## config.mk

```make
export PLATFORM = sky130hd
export DESIGN_NAME = scd_cfg
export DESIGN_NICKNAME = d
export VERILOG_FILES = /design/src/design/scd_pkg.sv /design/src/design/scd_cfg.sv
export SDC_FILE = /design/constraint.sdc
export NUM_CORES = 1
export LEC_CHECK = 0
export BUFFER_PORTS_ARGS = -buffer_cell sky130_fd_sc_hd__buf_2
export CORE_MARGIN = 2
export CORE_UTILIZATION = 53
export DETAILED_ROUTE_END_ITERATION = 7
export GPL_TIMING_DRIVEN = 0
export HOLD_SLACK_MARGIN = 0.03
export PLACE_DENSITY = 0.94
export SYNTH_ARGS = -nofsm -noshare
export SYNTH_HDL_FRONTEND = slang
export SYNTH_SLANG_ARGS = --single-unit
```

## constraint.sdc

```tcl
create_clock -name clk -period 2.4 [get_ports clk]
set_clock_uncertainty 0.05 [all_clocks]
set_input_delay 0.12 -clock clk [delete_from_list [all_inputs] [get_ports clk]]
set_output_delay 0.12 -clock clk [all_outputs]
set_load 0.005 [all_outputs]
```

## src/design/scd_pkg.sv

```systemverilog
// Shared types, constants and arithmetic helpers for the stereo chorus.
// Used by the configuration registers, the shared multiplier and the top level.
// Has no dependencies of its own.
package scd_pkg;

  // Sample and configuration widths.
  localparam int SAMPLE_W   = 16;
  localparam int CFG_IDX_W  = 4;
  localparam int CFG_DATA_W = 16;

  // Shared multiplier: signed 17 x 17 so that unsigned Q16 operands fit.
  localparam int MUL_W  = 17;
  localparam int PROD_W = 2 * MUL_W;

  // Width of the signed delay sum before clamping.
  localparam int DSUM_W = 18;

  // Configuration register indexes.
  localparam logic [CFG_IDX_W-1:0] REG_DEPTH     = 4'd0;
  localparam logic [CFG_IDX_W-1:0] REG_MOD_DEPTH = 4'd1;
  localparam logic [CFG_IDX_W-1:0] REG_SPREAD    = 4'd2;
  localparam logic [CFG_IDX_W-1:0] REG_MIX       = 4'd3;

  // Configuration register set as seen by the datapath.
  typedef struct packed {
    logic        [7:0]  depth;
    logic        [15:0] mod_depth;
    logic        [15:0] spread;
    logic signed [15:0] mix;
  } cfg_regs_t;

  // Rounded Q15 x Q16 product: floor((p + 2^15) / 2^16). The operand ranges
  // keep the result inside 16 signed bits.
  function automatic logic signed [SAMPLE_W-1:0] mulq_rnd(input logic signed [PROD_W-1:0] p);
    logic signed [PROD_W-1:0] s;
    s = p + PROD_W'(32768);
    return s[31:16];
  endfunction

  // Saturate a 17-bit signed sum to the Q15 range.
  function automatic logic signed [SAMPLE_W-1:0] sat17(input logic signed [16:0] v);
    logic signed [SAMPLE_W-1:0] r;
    if (v > 17'sd32767) begin
      r = 16'sh7FFF;
    end else if (v < -17'sd32768) begin
      r = 16'sh8000;
    end else begin
      r = v[15:0];
    end
    return r;
  endfunction

  // Dry plus twice the wet product, rounded to Q15 and saturated.
  function automatic logic signed [SAMPLE_W-1:0] mix_round(
    input logic signed [SAMPLE_W-1:0] dry,
    input logic signed [PROD_W-1:0]   p
  );
    logic signed [PROD_W+1:0]  dry_term;
    logic signed [PROD_W+1:0]  wet_term;
    logic signed [PROD_W+1:0]  acc;
    logic signed [PROD_W-15:0] q;
    logic signed [SAMPLE_W-1:0] r;
    dry_term = $signed({{(PROD_W-30){dry[15]}}, dry, 16'h0000});
    wet_term = $signed({p[PROD_W-1], p, 1'b0});
    acc      = dry_term + wet_term + (PROD_W+2)'(32768);
    q        = acc[PROD_W+1:16];
    if (q > (PROD_W-14)'(32767)) begin
      r = 16'sh7FFF;
    end else if (q < (PROD_W-14)'(-32768)) begin
      r = 16'sh8000;
    end else begin
      r = q[15:0];
    end
    return r;
  endfunction

endpackage

```

## src/design/scd_cfg.sv

```systemverilog
// Configuration register file of the stereo chorus.
// Depends on scd_pkg for the register indexes and the register set type.
module scd_cfg import scd_pkg::*; (
  input  logic                  clk,
  input  logic                  rst,
  input  logic                  wr_en,
  input  logic [CFG_IDX_W-1:0]  index,
  input  logic [CFG_DATA_W-1:0] data,
  output cfg_regs_t             regs
);

  // Register writes; indexes outside the list are dropped.
  always_ff @(posedge clk) begin
    if (rst) begin
      regs <= '0;
    end else if (wr_en) begin
      unique case (index)
        REG_DEPTH:     regs.depth     <= data[7:0];
        REG_MOD_DEPTH: regs.mod_depth <= data;
        REG_SPREAD:    regs.spread    <= data;
        REG_MIX:       regs.mix       <= $signed(data);
        default: ;
      endcase
    end
  end

endmodule

```

==> summary.md <==
| Metric | Value |
|---|---|
| H-tree depth | `2` |
| Pin count of the biggest net entering global routing | `17` |
| Kind of critical path | `primary input to register` |
| Outcome | `complete, no violations` |
| Highest attainable clock frequency | `952 MHz` |
| Row count | `23` |
| Netlist area before placement | `2280 um^2` |
| Via count normalized by instance count | `5.08` |
| Cell accounting for the most synthesized area | `sky130_fd_sc_hd__dfxtp_1` |
| Synthesized area per cell | `11.2 um^2` |
| Post-cts gate resize count | `0` |
| Layout-stage area growth over the synthesis result | `25.2%` |
| Total of endpoints with negative setup slack in the final report | `0` |
| Number of warnings issued by yosys | `0` |
| Largest register by flop count | `regs` |
| Post-DP Area | `2730 um^2` |
| Final HPWL DP | `3700 um` |
| Worst IR drop on VDD | `426 uV` |
| Non-filler instance count after layout | `338` |
| Part of the power in combinational logic | `0.069` |
| Count of port buffers added during placement | `77` |
| Max-cap viol count | `0` |
| Skew-Pair Late Insertion Delay | `0.31 ns` |
| Flop pwr share | `0.546` |
| Met3 track demand over resource | `0.0698` |
| Final net count | `310` |
| Top Usage Layer GRT | `met2` |
| Buffers inserted by post-CTS timing repair | `0` |
| Total global routing overflow | `0` |
| Pins over their slew limit | `0` |
| Antenna-violating nets left | `0` |
| Cells after synthesis | `203` |
| Accumulated negative setup slack | `0 ns` |
| Power per standard cell area | `607 nW/um^2` |
| Clock sinks | `56` |
| Detailed-route via count | `1716` |
| Top-area cell type share of the netlist area | `0.491` |
| Biggest area contributors in the synthesized netlist | `sky130_fd_sc_hd__dfxtp_1 49%, sky130_fd_sc_hd__mux2i_1 25%, sky130_fd_sc_hd__nand2b_1 20%` |
| Post-route cell area | `2860 um^2` |
| Crit. End Element | `register` |
| Routed wire per std cell | `15.2 um` |
| Initial detailed-routing violation count | `89` |
| Post-route minimum period | `1.05 ns` |
| Synthesized netlist net count | `226` |
| Maximum net fanout on the critical path | `10` |
| Seq/Total Area, Yosys | `0.491` |
| Global-route wire length before repair | `8430 um` |
| CORE AREA | `4060 um^2` |
| Vias in the first global route | `1752` |
| Hold WS | `0.0608 ns` |
| Relative slew slack | `0.655` |
| WL final | `5130 um` |
| Number of hold violations in the final report | `0` |
| Global Route met2 Usage | `0.361` |
| Total CTS buffers | `5` |
| Max reg flops | `56` |
| Hold_buf cts | `0` |
| Share of the clock period used by the worst path after layout | `0.438` |
| Clk root buf | `sky130_fd_sc_hd__clkbuf_8` |
| Clk buf depth | `2` |
| Width of the chip | `69.6 um` |
| Clk pwr share | `0.385` |
| Largest registers in the final layout | `regs x56` |
| Worst endpoint required time | `2.54 ns` |
| Met1 usage in global routing | `0.272` |
| Internal power | `1.37 mW` |
| DIE AREA | `4840 um^2` |
| Initial antenna violation count | `0` |
| Clock tree from TritonCTS | `done` |
| Initial core utilization | `0.562` |
| CTS clk-pin slew, worst paths | `0.10 ns` |
| Leakage power of the design | `1.51 nW` |
| Slew at the pin with the worst max-slew slack | `0.517 ns` |
| Overall routing resource usage | `0.217` |
| Synthesis-stage register bit count | `56` |
| Number of antenna cells inserted | `0` |
| Setup repair after global routing missed its margin | `no` |
| Count of cell types in the netlist | `11` |
| Top Ports | `79` |
| Die height | `69.6 um` |
| Sw frac | `0.211` |
| Cells after DPL | `330` |
| Net Switching | `366 uW` |
| Arrival time worst endpoint | `1.19 ns` |
| Hold Crit Class | `primary input to register` |
| DRT Pass-1 Iters | `4` |
| Routability congestion estimate from global placement | `0.768` |
| DRC errors left | `0` |
| Fraction of final layout cells sized beyond drive strength 1 | `0.326` |
| Critical Path Start Type | `primary input` |
-- layer usage --
metal  wire [um]  vias to the layer above
li1            -                      832
met1        2290                      816
met2        2430                       61
met3         344                        7
met4          55                        0
met5           0                        -
-- kinds of logic after synthesis --
| group | Yosys count | synth area share |
|---|---|---|
| buffers and inverters | 13 | 0.0351 |
| and+or+nand+nor | 78 | 0.228 |
| DFF | 56 | 0.491 |
| muxes | 56 | 0.246 |
-- through the flow --
stage	power, mW	utilization	worst slack [ns]
2_1_floorplan	1.04	-	1.34
3_3_place_gp	1.08	0.673	1.07
3_5_place_dp	1.09	0.673	1.03
4_1_cts	1.74	0.704	1.34
5_1_grt	1.79	0.704	1.24
6_report	1.73	0.704	1.35
-- final timing paths --
kind              startpoint  endpoint  slack [ns]  cells after the start
setup / recovery         rst  regs[37]        1.35                      4
hold / removal      data[10]  regs[10]        0.06                      3
setup reg to reg     regs[1]   regs[1]        1.70                      2
hold reg to reg     regs[25]  regs[25]        0.43                      2
-- layout make-up --
| cell class | instances | area [um^2] |
|---|---|---|
| buffer | 13 | 80.1 |
| clock buffer | 7 | 96.3 |
| clock inverter | 1 | 30.0 |
| fill | 325 | 1200 |
| multi-input combinational | 134 | 1080 |
| sequential | 56 | 1120 |
| tap | 50 | 62.6 |
| timing repair buffer | 77 | 385 |
-- power by group through the flow --
stage | combinational, mW | sequential (mW) | clock (mW)
floorplan | 0.0668 | 0.969 | 0
global placement | 0.117 | 0.968 | 0
detailed placement | 0.119 | 0.968 | 0
CTS | 0.120 | 0.947 | 0.672
global route | 0.130 | 0.949 | 0.712
finish | 0.119 | 0.947 | 0.668
-- synth_stat cells --
cell type,count
sky130_fd_sc_hd__nand2b_1,73
sky130_fd_sc_hd__dfxtp_1,56
sky130_fd_sc_hd__mux2i_1,56
sky130_fd_sc_hd__clkbuf_1,8
sky130_fd_sc_hd__buf_6,4
sky130_fd_sc_hd__and4b_2,1
sky130_fd_sc_hd__buf_2,1
sky130_fd_sc_hd__nand2_4,1
sky130_fd_sc_hd__nand4_2,1
sky130_fd_sc_hd__nor2_1,1
sky130_fd_sc_hd__nor4b_4,1
-- critical path, stage by stage --
cell                       delay (ns)
sky130_fd_sc_hd__clkbuf_1        0.25
sky130_fd_sc_hd__clkbuf_1        0.46
sky130_fd_sc_hd__nand2b_1        0.26
sky130_fd_sc_hd__mux2i_1         0.10
-- cell usage in the layout (no fill, tap or decap), drive strengths merged --
cell,instances
and4b,1
clkbuf,15
bufinv,1
nor4b,1
mux2i,56
dfxtp,56
nand4,1
buf,82
nand2b,73
nor2,1
nand2,1
Note: power is estimated with default switching activity, not from simulation.
