## src/design/scd_pkg.sv

```systemverilog
// Shared types, constants and arithmetic helpers for the stereo chorus.
// Used by the configuration registers, the shared multiplier and the top level.
// Has no dependencies of its own.
package scd_pkg;

  // Sample and configuration widths.
  localparam int SAMPLE_W   = 16;
  localparam int CFG_IDX_W  = 4;
  localparam int CFG_DATA_W = 16;

  // Shared multiplier: signed 17 x 17 so that unsigned Q16 operands fit.
  localparam int MUL_W  = 17;
  localparam int PROD_W = 2 * MUL_W;

  // Width of the signed delay sum before clamping.
  localparam int DSUM_W = 18;

  // Configuration register indexes.
  localparam logic [CFG_IDX_W-1:0] REG_DEPTH     = 4'd0;
  localparam logic [CFG_IDX_W-1:0] REG_MOD_DEPTH = 4'd1;
  localparam logic [CFG_IDX_W-1:0] REG_SPREAD    = 4'd2;
  localparam logic [CFG_IDX_W-1:0] REG_MIX       = 4'd3;

  // Configuration register set as seen by the datapath.
  typedef struct packed {
    logic        [7:0]  depth;
    logic        [15:0] mod_depth;
    logic        [15:0] spread;
    logic signed [15:0] mix;
  } cfg_regs_t;

  // Rounded Q15 x Q16 product: floor((p + 2^15) / 2^16). The operand ranges
  // keep the result inside 16 signed bits.
  function automatic logic signed [SAMPLE_W-1:0] mulq_rnd(input logic signed [PROD_W-1:0] p);
    logic signed [PROD_W-1:0] s;
    s = p + PROD_W'(32768);
    return s[31:16];
  endfunction

  // Saturate a 17-bit signed sum to the Q15 range.
  function automatic logic signed [SAMPLE_W-1:0] sat17(input logic signed [16:0] v);
    logic signed [SAMPLE_W-1:0] r;
    if (v > 17'sd32767) begin
      r = 16'sh7FFF;
    end else if (v < -17'sd32768) begin
      r = 16'sh8000;
    end else begin
      r = v[15:0];
    end
    return r;
  endfunction

  // Dry plus twice the wet product, rounded to Q15 and saturated.
  function automatic logic signed [SAMPLE_W-1:0] mix_round(
    input logic signed [SAMPLE_W-1:0] dry,
    input logic signed [PROD_W-1:0]   p
  );
    logic signed [PROD_W+1:0]  dry_term;
    logic signed [PROD_W+1:0]  wet_term;
    logic signed [PROD_W+1:0]  acc;
    logic signed [PROD_W-15:0] q;
    logic signed [SAMPLE_W-1:0] r;
    dry_term = $signed({{(PROD_W-30){dry[15]}}, dry, 16'h0000});
    wet_term = $signed({p[PROD_W-1], p, 1'b0});
    acc      = dry_term + wet_term + (PROD_W+2)'(32768);
    q        = acc[PROD_W+1:16];
    if (q > (PROD_W-14)'(32767)) begin
      r = 16'sh7FFF;
    end else if (q < (PROD_W-14)'(-32768)) begin
      r = 16'sh8000;
    end else begin
      r = q[15:0];
    end
    return r;
  endfunction

endpackage

```

## src/design/scd_mul.sv

```systemverilog
// Shared signed multiplier with a registered product.
// Depends on scd_pkg for the operand and product widths.
module scd_mul import scd_pkg::*; (
  input  logic                     clk,
  input  logic signed [MUL_W-1:0]  a,
  input  logic signed [MUL_W-1:0]  b,
  output logic signed [PROD_W-1:0] p
);

  // One product per cycle, available the cycle after the operands.
  always_ff @(posedge clk) begin
    p <= a * b;
  end

endmodule

```

## config.mk

```make
export PLATFORM = sky130hd
export DESIGN_NAME = scd_mul
export DESIGN_NICKNAME = d
export VERILOG_FILES = /design/src/design/scd_pkg.sv /design/src/design/scd_mul.sv
export SDC_FILE = /design/constraint.sdc
export NUM_CORES = 1
export LEC_CHECK = 0
export ABC_AREA = 1
export BUFFER_PORTS_ARGS = -buffer_cell sky130_fd_sc_hd__buf_4
export CAP_MARGIN = 0
export CORE_UTILIZATION = 60
export DETAILED_ROUTE_END_ITERATION = 8
export PLACE_DENSITY_LB_ADDON = 0.3
export REMOVE_ABC_BUFFERS = 1
export SYNTH_ARGS = -nofsm -noshare
export SYNTH_HDL_FRONTEND = slang
export SYNTH_SLANG_ARGS = --single-unit
```

## constraint.sdc

```tcl
create_clock -name clk -period 8.8 [get_ports clk]
set_input_delay 1.76 -clock clk [delete_from_list [all_inputs] [get_ports clk]]
set_output_delay 1.76 -clock clk [all_outputs]
set_load 0.005 [all_outputs]
```

==> results of run 1 <==
-- cell families after synthesis --
kind of cell	count (synthesis)
buf+inv	578
simple gates	570
fa+ha+maj	381
compound gates	46
flops	34
xor+xnor	20
-- worst paths after layout --
| path | start | to | slack (ps) | depth (start not counted) |
|---|---|---|---|---|
| worst max-delay path | a[16] | p[33] | 1940 | 19 |
| worst min-delay path | b[0] | p[0] | 1810 | 3 |
-- metal layers --
layer  wire length, um  up-vias  share of wire (%)
met5                 0        -                  0
met4               481        0                1.7
met3              1501       41                5.2
met1             12010     4834                 42
li1                  -     4530                  -
met2             14920      312                 52
-- worst min-delay path, cell delays in order --
cell     delay, ps
buf_4          180
nand2_1         80
inv_1           30
-- cells in the final DEF, fill, tap and decap left out --
cell,netlist,final
o21a_1,1,1
nor2_4,3,3
nor2_1,49,49
nor2_2,4,4
nand3_1,27,27
or2_2,3,3
xor2_1,16,16
a21o_1,1,1
inv_2,2,2
dfxtp_1,34,34
a21oi_1,30,30
nand2_2,6,6
clkinv_2,0,2
nand3_2,2,2
fa_1,296,296
ha_1,85,85
nand2_1,451,451
clkbuf_16,0,5
buf_4,0,68
nor3_1,6,6
nor3_2,2,2
xnor2_1,4,4
o21bai_1,6,6
o21ai_0,8,8
and2_2,1,1
and2_1,2,2
nand3b_1,4,4
inv_1,509,509
bufinv_16,0,1
nand4_1,10,10
-- layout make-up --
cell class / instances / area, um2
clock inverter: 3 / 40.04
fill: 1737 / 7028
clock buffer: 5 / 125.1
multi-input combinational: 1017 / 9724
sequential: 34 / 680.7
tap: 270 / 337.8
inverter: 511 / 1918
timing repair buffer: 68 / 510.5
-- metrics by stage --
| step | area, um2 | instances | setup slack [ps] |
|---|---|---|---|
| 6_report | 13340 | 1908 | 1940 |
| 5_1_grt | 13340 | 1908 | 1614 |
| 2_1_floorplan | 12320 | 1562 | 2269 |
| 3_5_place_dp | 13170 | 1900 | 1630 |
| 3_3_place_gp | 13170 | 1900 | 1771 |
| 4_1_cts | 13340 | 1908 | 1923 |
==> impl_metrics.toml, run 1 <==
[run_status]
status = "finished clean"

[floorplan]
die_h_um = 146.8
die_w_um = 146.8
core_mm2 = 0.02036
dieArea_mm2 = 0.02154
rows = 52
initial_core_util_pct = 61.75
io_pins = 69

[yosys]
syn_avg_cell_area_um2 = 7.719
synth_edf_count = 0
synth_adder_area_share_pct = 55.58
synth-compound-area-share_pct = 1.990
synthCells = 1629
synth_top_family_by_area = "adder cells"
synthMuxAreaShare_pct = 0
ys.flop_type = "dfxtp_1"
synth-xor-area-share_pct = 1.393
synth_area_mm2 = 0.01257
synthSimpleGateAreaFrac_pct = 18.37
synth_top_area_share_pct = 47.12
async_flop_share_pct = 0
yosys_warnings = 0
yosysMostFrequentCell = "inv_1"
yosys.area.top_type = "fa_1"
yosys-top-cells-count = "509 x inv_1, 451 x nand2_1, 296 x fa_1, 85 x ha_1, 67 x clkbuf_1"
ys_types = 27
ys_ff_latch = 34
synth-seq-area-share_pct = 5.413
synth.area.top_cells = "fa_1 47%, inv_1 15%, nand2_1 13%"

[clock_tree]
htreeDepth = 2
clkSlewWorstSetupHoldPaths_ps = 60
root_buffer = "clkbuf_16"
cts_tree = "done"
cts_resized = 0
post_cts_buffers = 0
ctsHoldBuffers = 0
clock_path_buffers = 2
cts_made_buffers = 5
cts_num_sinks = 34

[layout]
nNetsFinal = 2053
drive_gt1_share_pct = 6.044
largest_register_ffs = 34
antenna_cells = 0
reg_top3 = "p (34)"
final_util_pct = 65.49
top_register = "p"
area_growth_pct = 6.059

[sta]
post-route-period-util_pct = 77.96
worst_pin_slew_ps = 609.2
drv_slew = 0
hold_ws_ps = 1815
rsz0062_at_grt = "false"
fin_crit_ps = 6860
fmax_mhz = 145.8
finalSetupViolations = 0
hold_viol_final = 0
tns_ps = 0
slew_headroom_pct = 59.26

[grt]
grt_util_all_layers_pct = 29.33
grt_overflow = 0
grt_pass1_vias = 10470
grt_util_met2_pct = 53.06
grt_pass1_wl_um = 50000
busiest_layer = "met2"
use_met3_pct = 2.609
grt_max_degree = 19
use_met1_pct = 38.77
antenna_found_initial = 0

[setup_path]
arrival_ps = 7050
cp-start-kind = "input port"
cp.required_ps = 8990
critical_path_class = "in2reg"
slowest_stage = "fa_1"
cp_common_cell = "fa_1"
path_cells = "buf_4 > nand2_1 > inv_1 > fa_1 > fa_1 > fa_1 > fa_1 > inv_1 > fa_1 > inv_1 > fa_1 > ha_1 > inv_1 > nor3_1 > and2_1 > and2_1 > a21oi_1 > nand2_1 > nand2_1"
cp_num_buf_inv = 5
critPathMaxStageDelay_ps = 910
crit_family = "adder cells"
worstSetupEndpointType = "register"
cp_max_fo = 17

[place]
place_congestion = 0.9632
io_buffers = 68
hpwl_um = 25070

[route]
wl_per_cell_um = 15.16
drtAntennaViolNets = 0
num_vias = 9717
dr.pass1.iters = 5
drc = 0
routed_wl_um = 28920
detail_route.iter0.violations = 580
viasPerCell = 5.093

[job]
cap_violations = 0

[min_path]
hold_path.class = "in2reg"
Power of run 1 is left out: the tool's default activity adds up to more than one toggle a clock period on the data nets, which glitch-free logic cannot reach.
==> inputs of run 2 (changes only) <==
Clock period 8.8 ns to 6.8 ns, I/O delays scaled along.
==> run 2 against run 1 <==
Worst setup slack worse by 1500 ps. First-iteration DRC count fell by 4.3%. Core utilization grew 0.33 points. Critical path depth grew 5. Cell area up 0.50%. Critical path type unchanged. Critical endpoint is now p[21]. Via count increased by 0.26%. Sequential share of layout area about the same. Flip-flop and latch count did not move. Global-route usage increased by 0.92 points. Routed wire length rose by 1.7%. Cell count increased by 0.26%. Worst hold slack got worse by 380 ps.
==> impl_metrics.toml, run 2 (synthesis gave the netlist of run 1 again) <==
[floorplan]
die_h_um = 146.8
io_pins = 69
dieArea_mm2 = 0.02154
rows = 52
initial_core_util_pct = 61.75
die_w_um = 146.8
core_mm2 = 0.02036

[setup_path]
slowest_stage = "fa_1"
crit_family = "adder cells"
cp_num_buf_inv = 7
cp_max_fo = 17
critPathMaxStageDelay_ps = 540
worstSetupEndpointType = "register"
path_cells = "buf_4 > nand2_1 > fa_1 > inv_1 > fa_1 > inv_1 > fa_1 > inv_1 > fa_1 > fa_1 > inv_1 > fa_1 > inv_1 > ha_1 > nand2_2 > inv_2 > nand2_1 > nand2_1 > a21oi_1 > nand2_2 > nand2_1 > nand2_1 > nand2_1 > nand2_1"
arrival_ps = 6480
cp-start-kind = "input port"
critical_path_class = "in2reg"
cp_common_cell = "nand2_1"
cp.required_ps = 6940

[min_path]
hold_path.class = "in2reg"

[route]
drtAntennaViolNets = 0
detail_route.iter0.violations = 555
num_vias = 9742
routed_wl_um = 29410
drc = 0
dr.pass1.iters = 5
viasPerCell = 5.093
wl_per_cell_um = 15.37

[layout]
reg_top3 = "p (34)"
drive_gt1_share_pct = 6.330
layout_commonest_cell = "inv_1"
multi_input_area_mm2 = 0.009724
layout_common_cells = "509 x inv_1, 451 x nand2_1, 296 x fa_1"
largest_register_ffs = 34
area_growth_pct = 6.587
antenna_cells = 0
nNetsFinal = 2058
seq_area_um2 = 680.7
top_register = "p"
fillers = 1764
final_util_pct = 65.81

[grt]
grt_max_degree = 19
grt_pass1_vias = 10590
grt_overflow = 0
grt_pass1_wl_um = 51250
grt_util_all_layers_pct = 30.25
antenna_found_initial = 0

[clock_tree]
cts_made_buffers = 5
cts_tree = "done"
htreeDepth = 2
root_buffer = "clkbuf_16"
cts_resized = 0
clock_path_buffers = 2
cts_num_sinks = 34
clkSlewWorstSetupHoldPaths_ps = 60
post_cts_buffers = 0
ctsHoldBuffers = 0

[sta]
slew_headroom_pct = 69.46
rsz0062_at_grt = "false"
fin_crit_ps = 6336
finalSetupViolations = 0
fmax_mhz = 157.8
post-route-period-util_pct = 93.18
hold_viol_final = 0
worst_pin_slew_ps = 456.8
tns_ps = 0
hold_ws_ps = 1435
drv_slew = 0

[place]
place_congestion = 0.9336
io_buffers = 68
hpwl_um = 25420

[run_status]
status = "finished clean"

[job]
cap_violations = 0
run 2: cell count changes in the layout (fill, tap and decap cells not counted):
| cell | previous run | this run |
|---|---|---|
| buf_4 | 68 | 73 |
| bufinv_16 | 1 | 2 |
| clkinv_4 | 0 | 1 |
| clkinv_2 | 2 | 0 |
run 2: final timing paths:
kind | from | end | slack, ps | cells past startpoint
worst max-delay path | b[8] | p[21] | 460 | 24
worst min-delay path | b[0] | p[0] | 1430 | 3
run 2: stage by stage:
| step | area [um2] | setup slack, ps | cells |
|---|---|---|---|
| floorplan | 12320 | 668.6 | 1562 |
| global placement | 13210 | 257.5 | 1905 |
| detailed placement | 13210 | 164.8 | 1905 |
| CTS | 13400 | 458.7 | 1913 |
| global route | 13400 | 140.2 | 1913 |
| finish | 13400 | 463.9 | 1913 |
run 2: layout make-up:
class	instances	area share, %
clock buffers	5	0.9335
clock inverters	3	0.5134
inverters	511	14.31
multi-input cells	1017	72.55
flip-flops and latches	34	5.078
well taps	270	2.521
repair buffers	73	4.089
run 2: routing by layer:
metal	GRT usage (%)	up-vias	share of wire [%]
li1	-	4546	-
met1	38.89	4840	40
met3	3.354	64	5.3
met5	0	-	0
met4	8.854	0	3.1
met2	53.93	292	52
Power of run 2 is left out for the same reason.
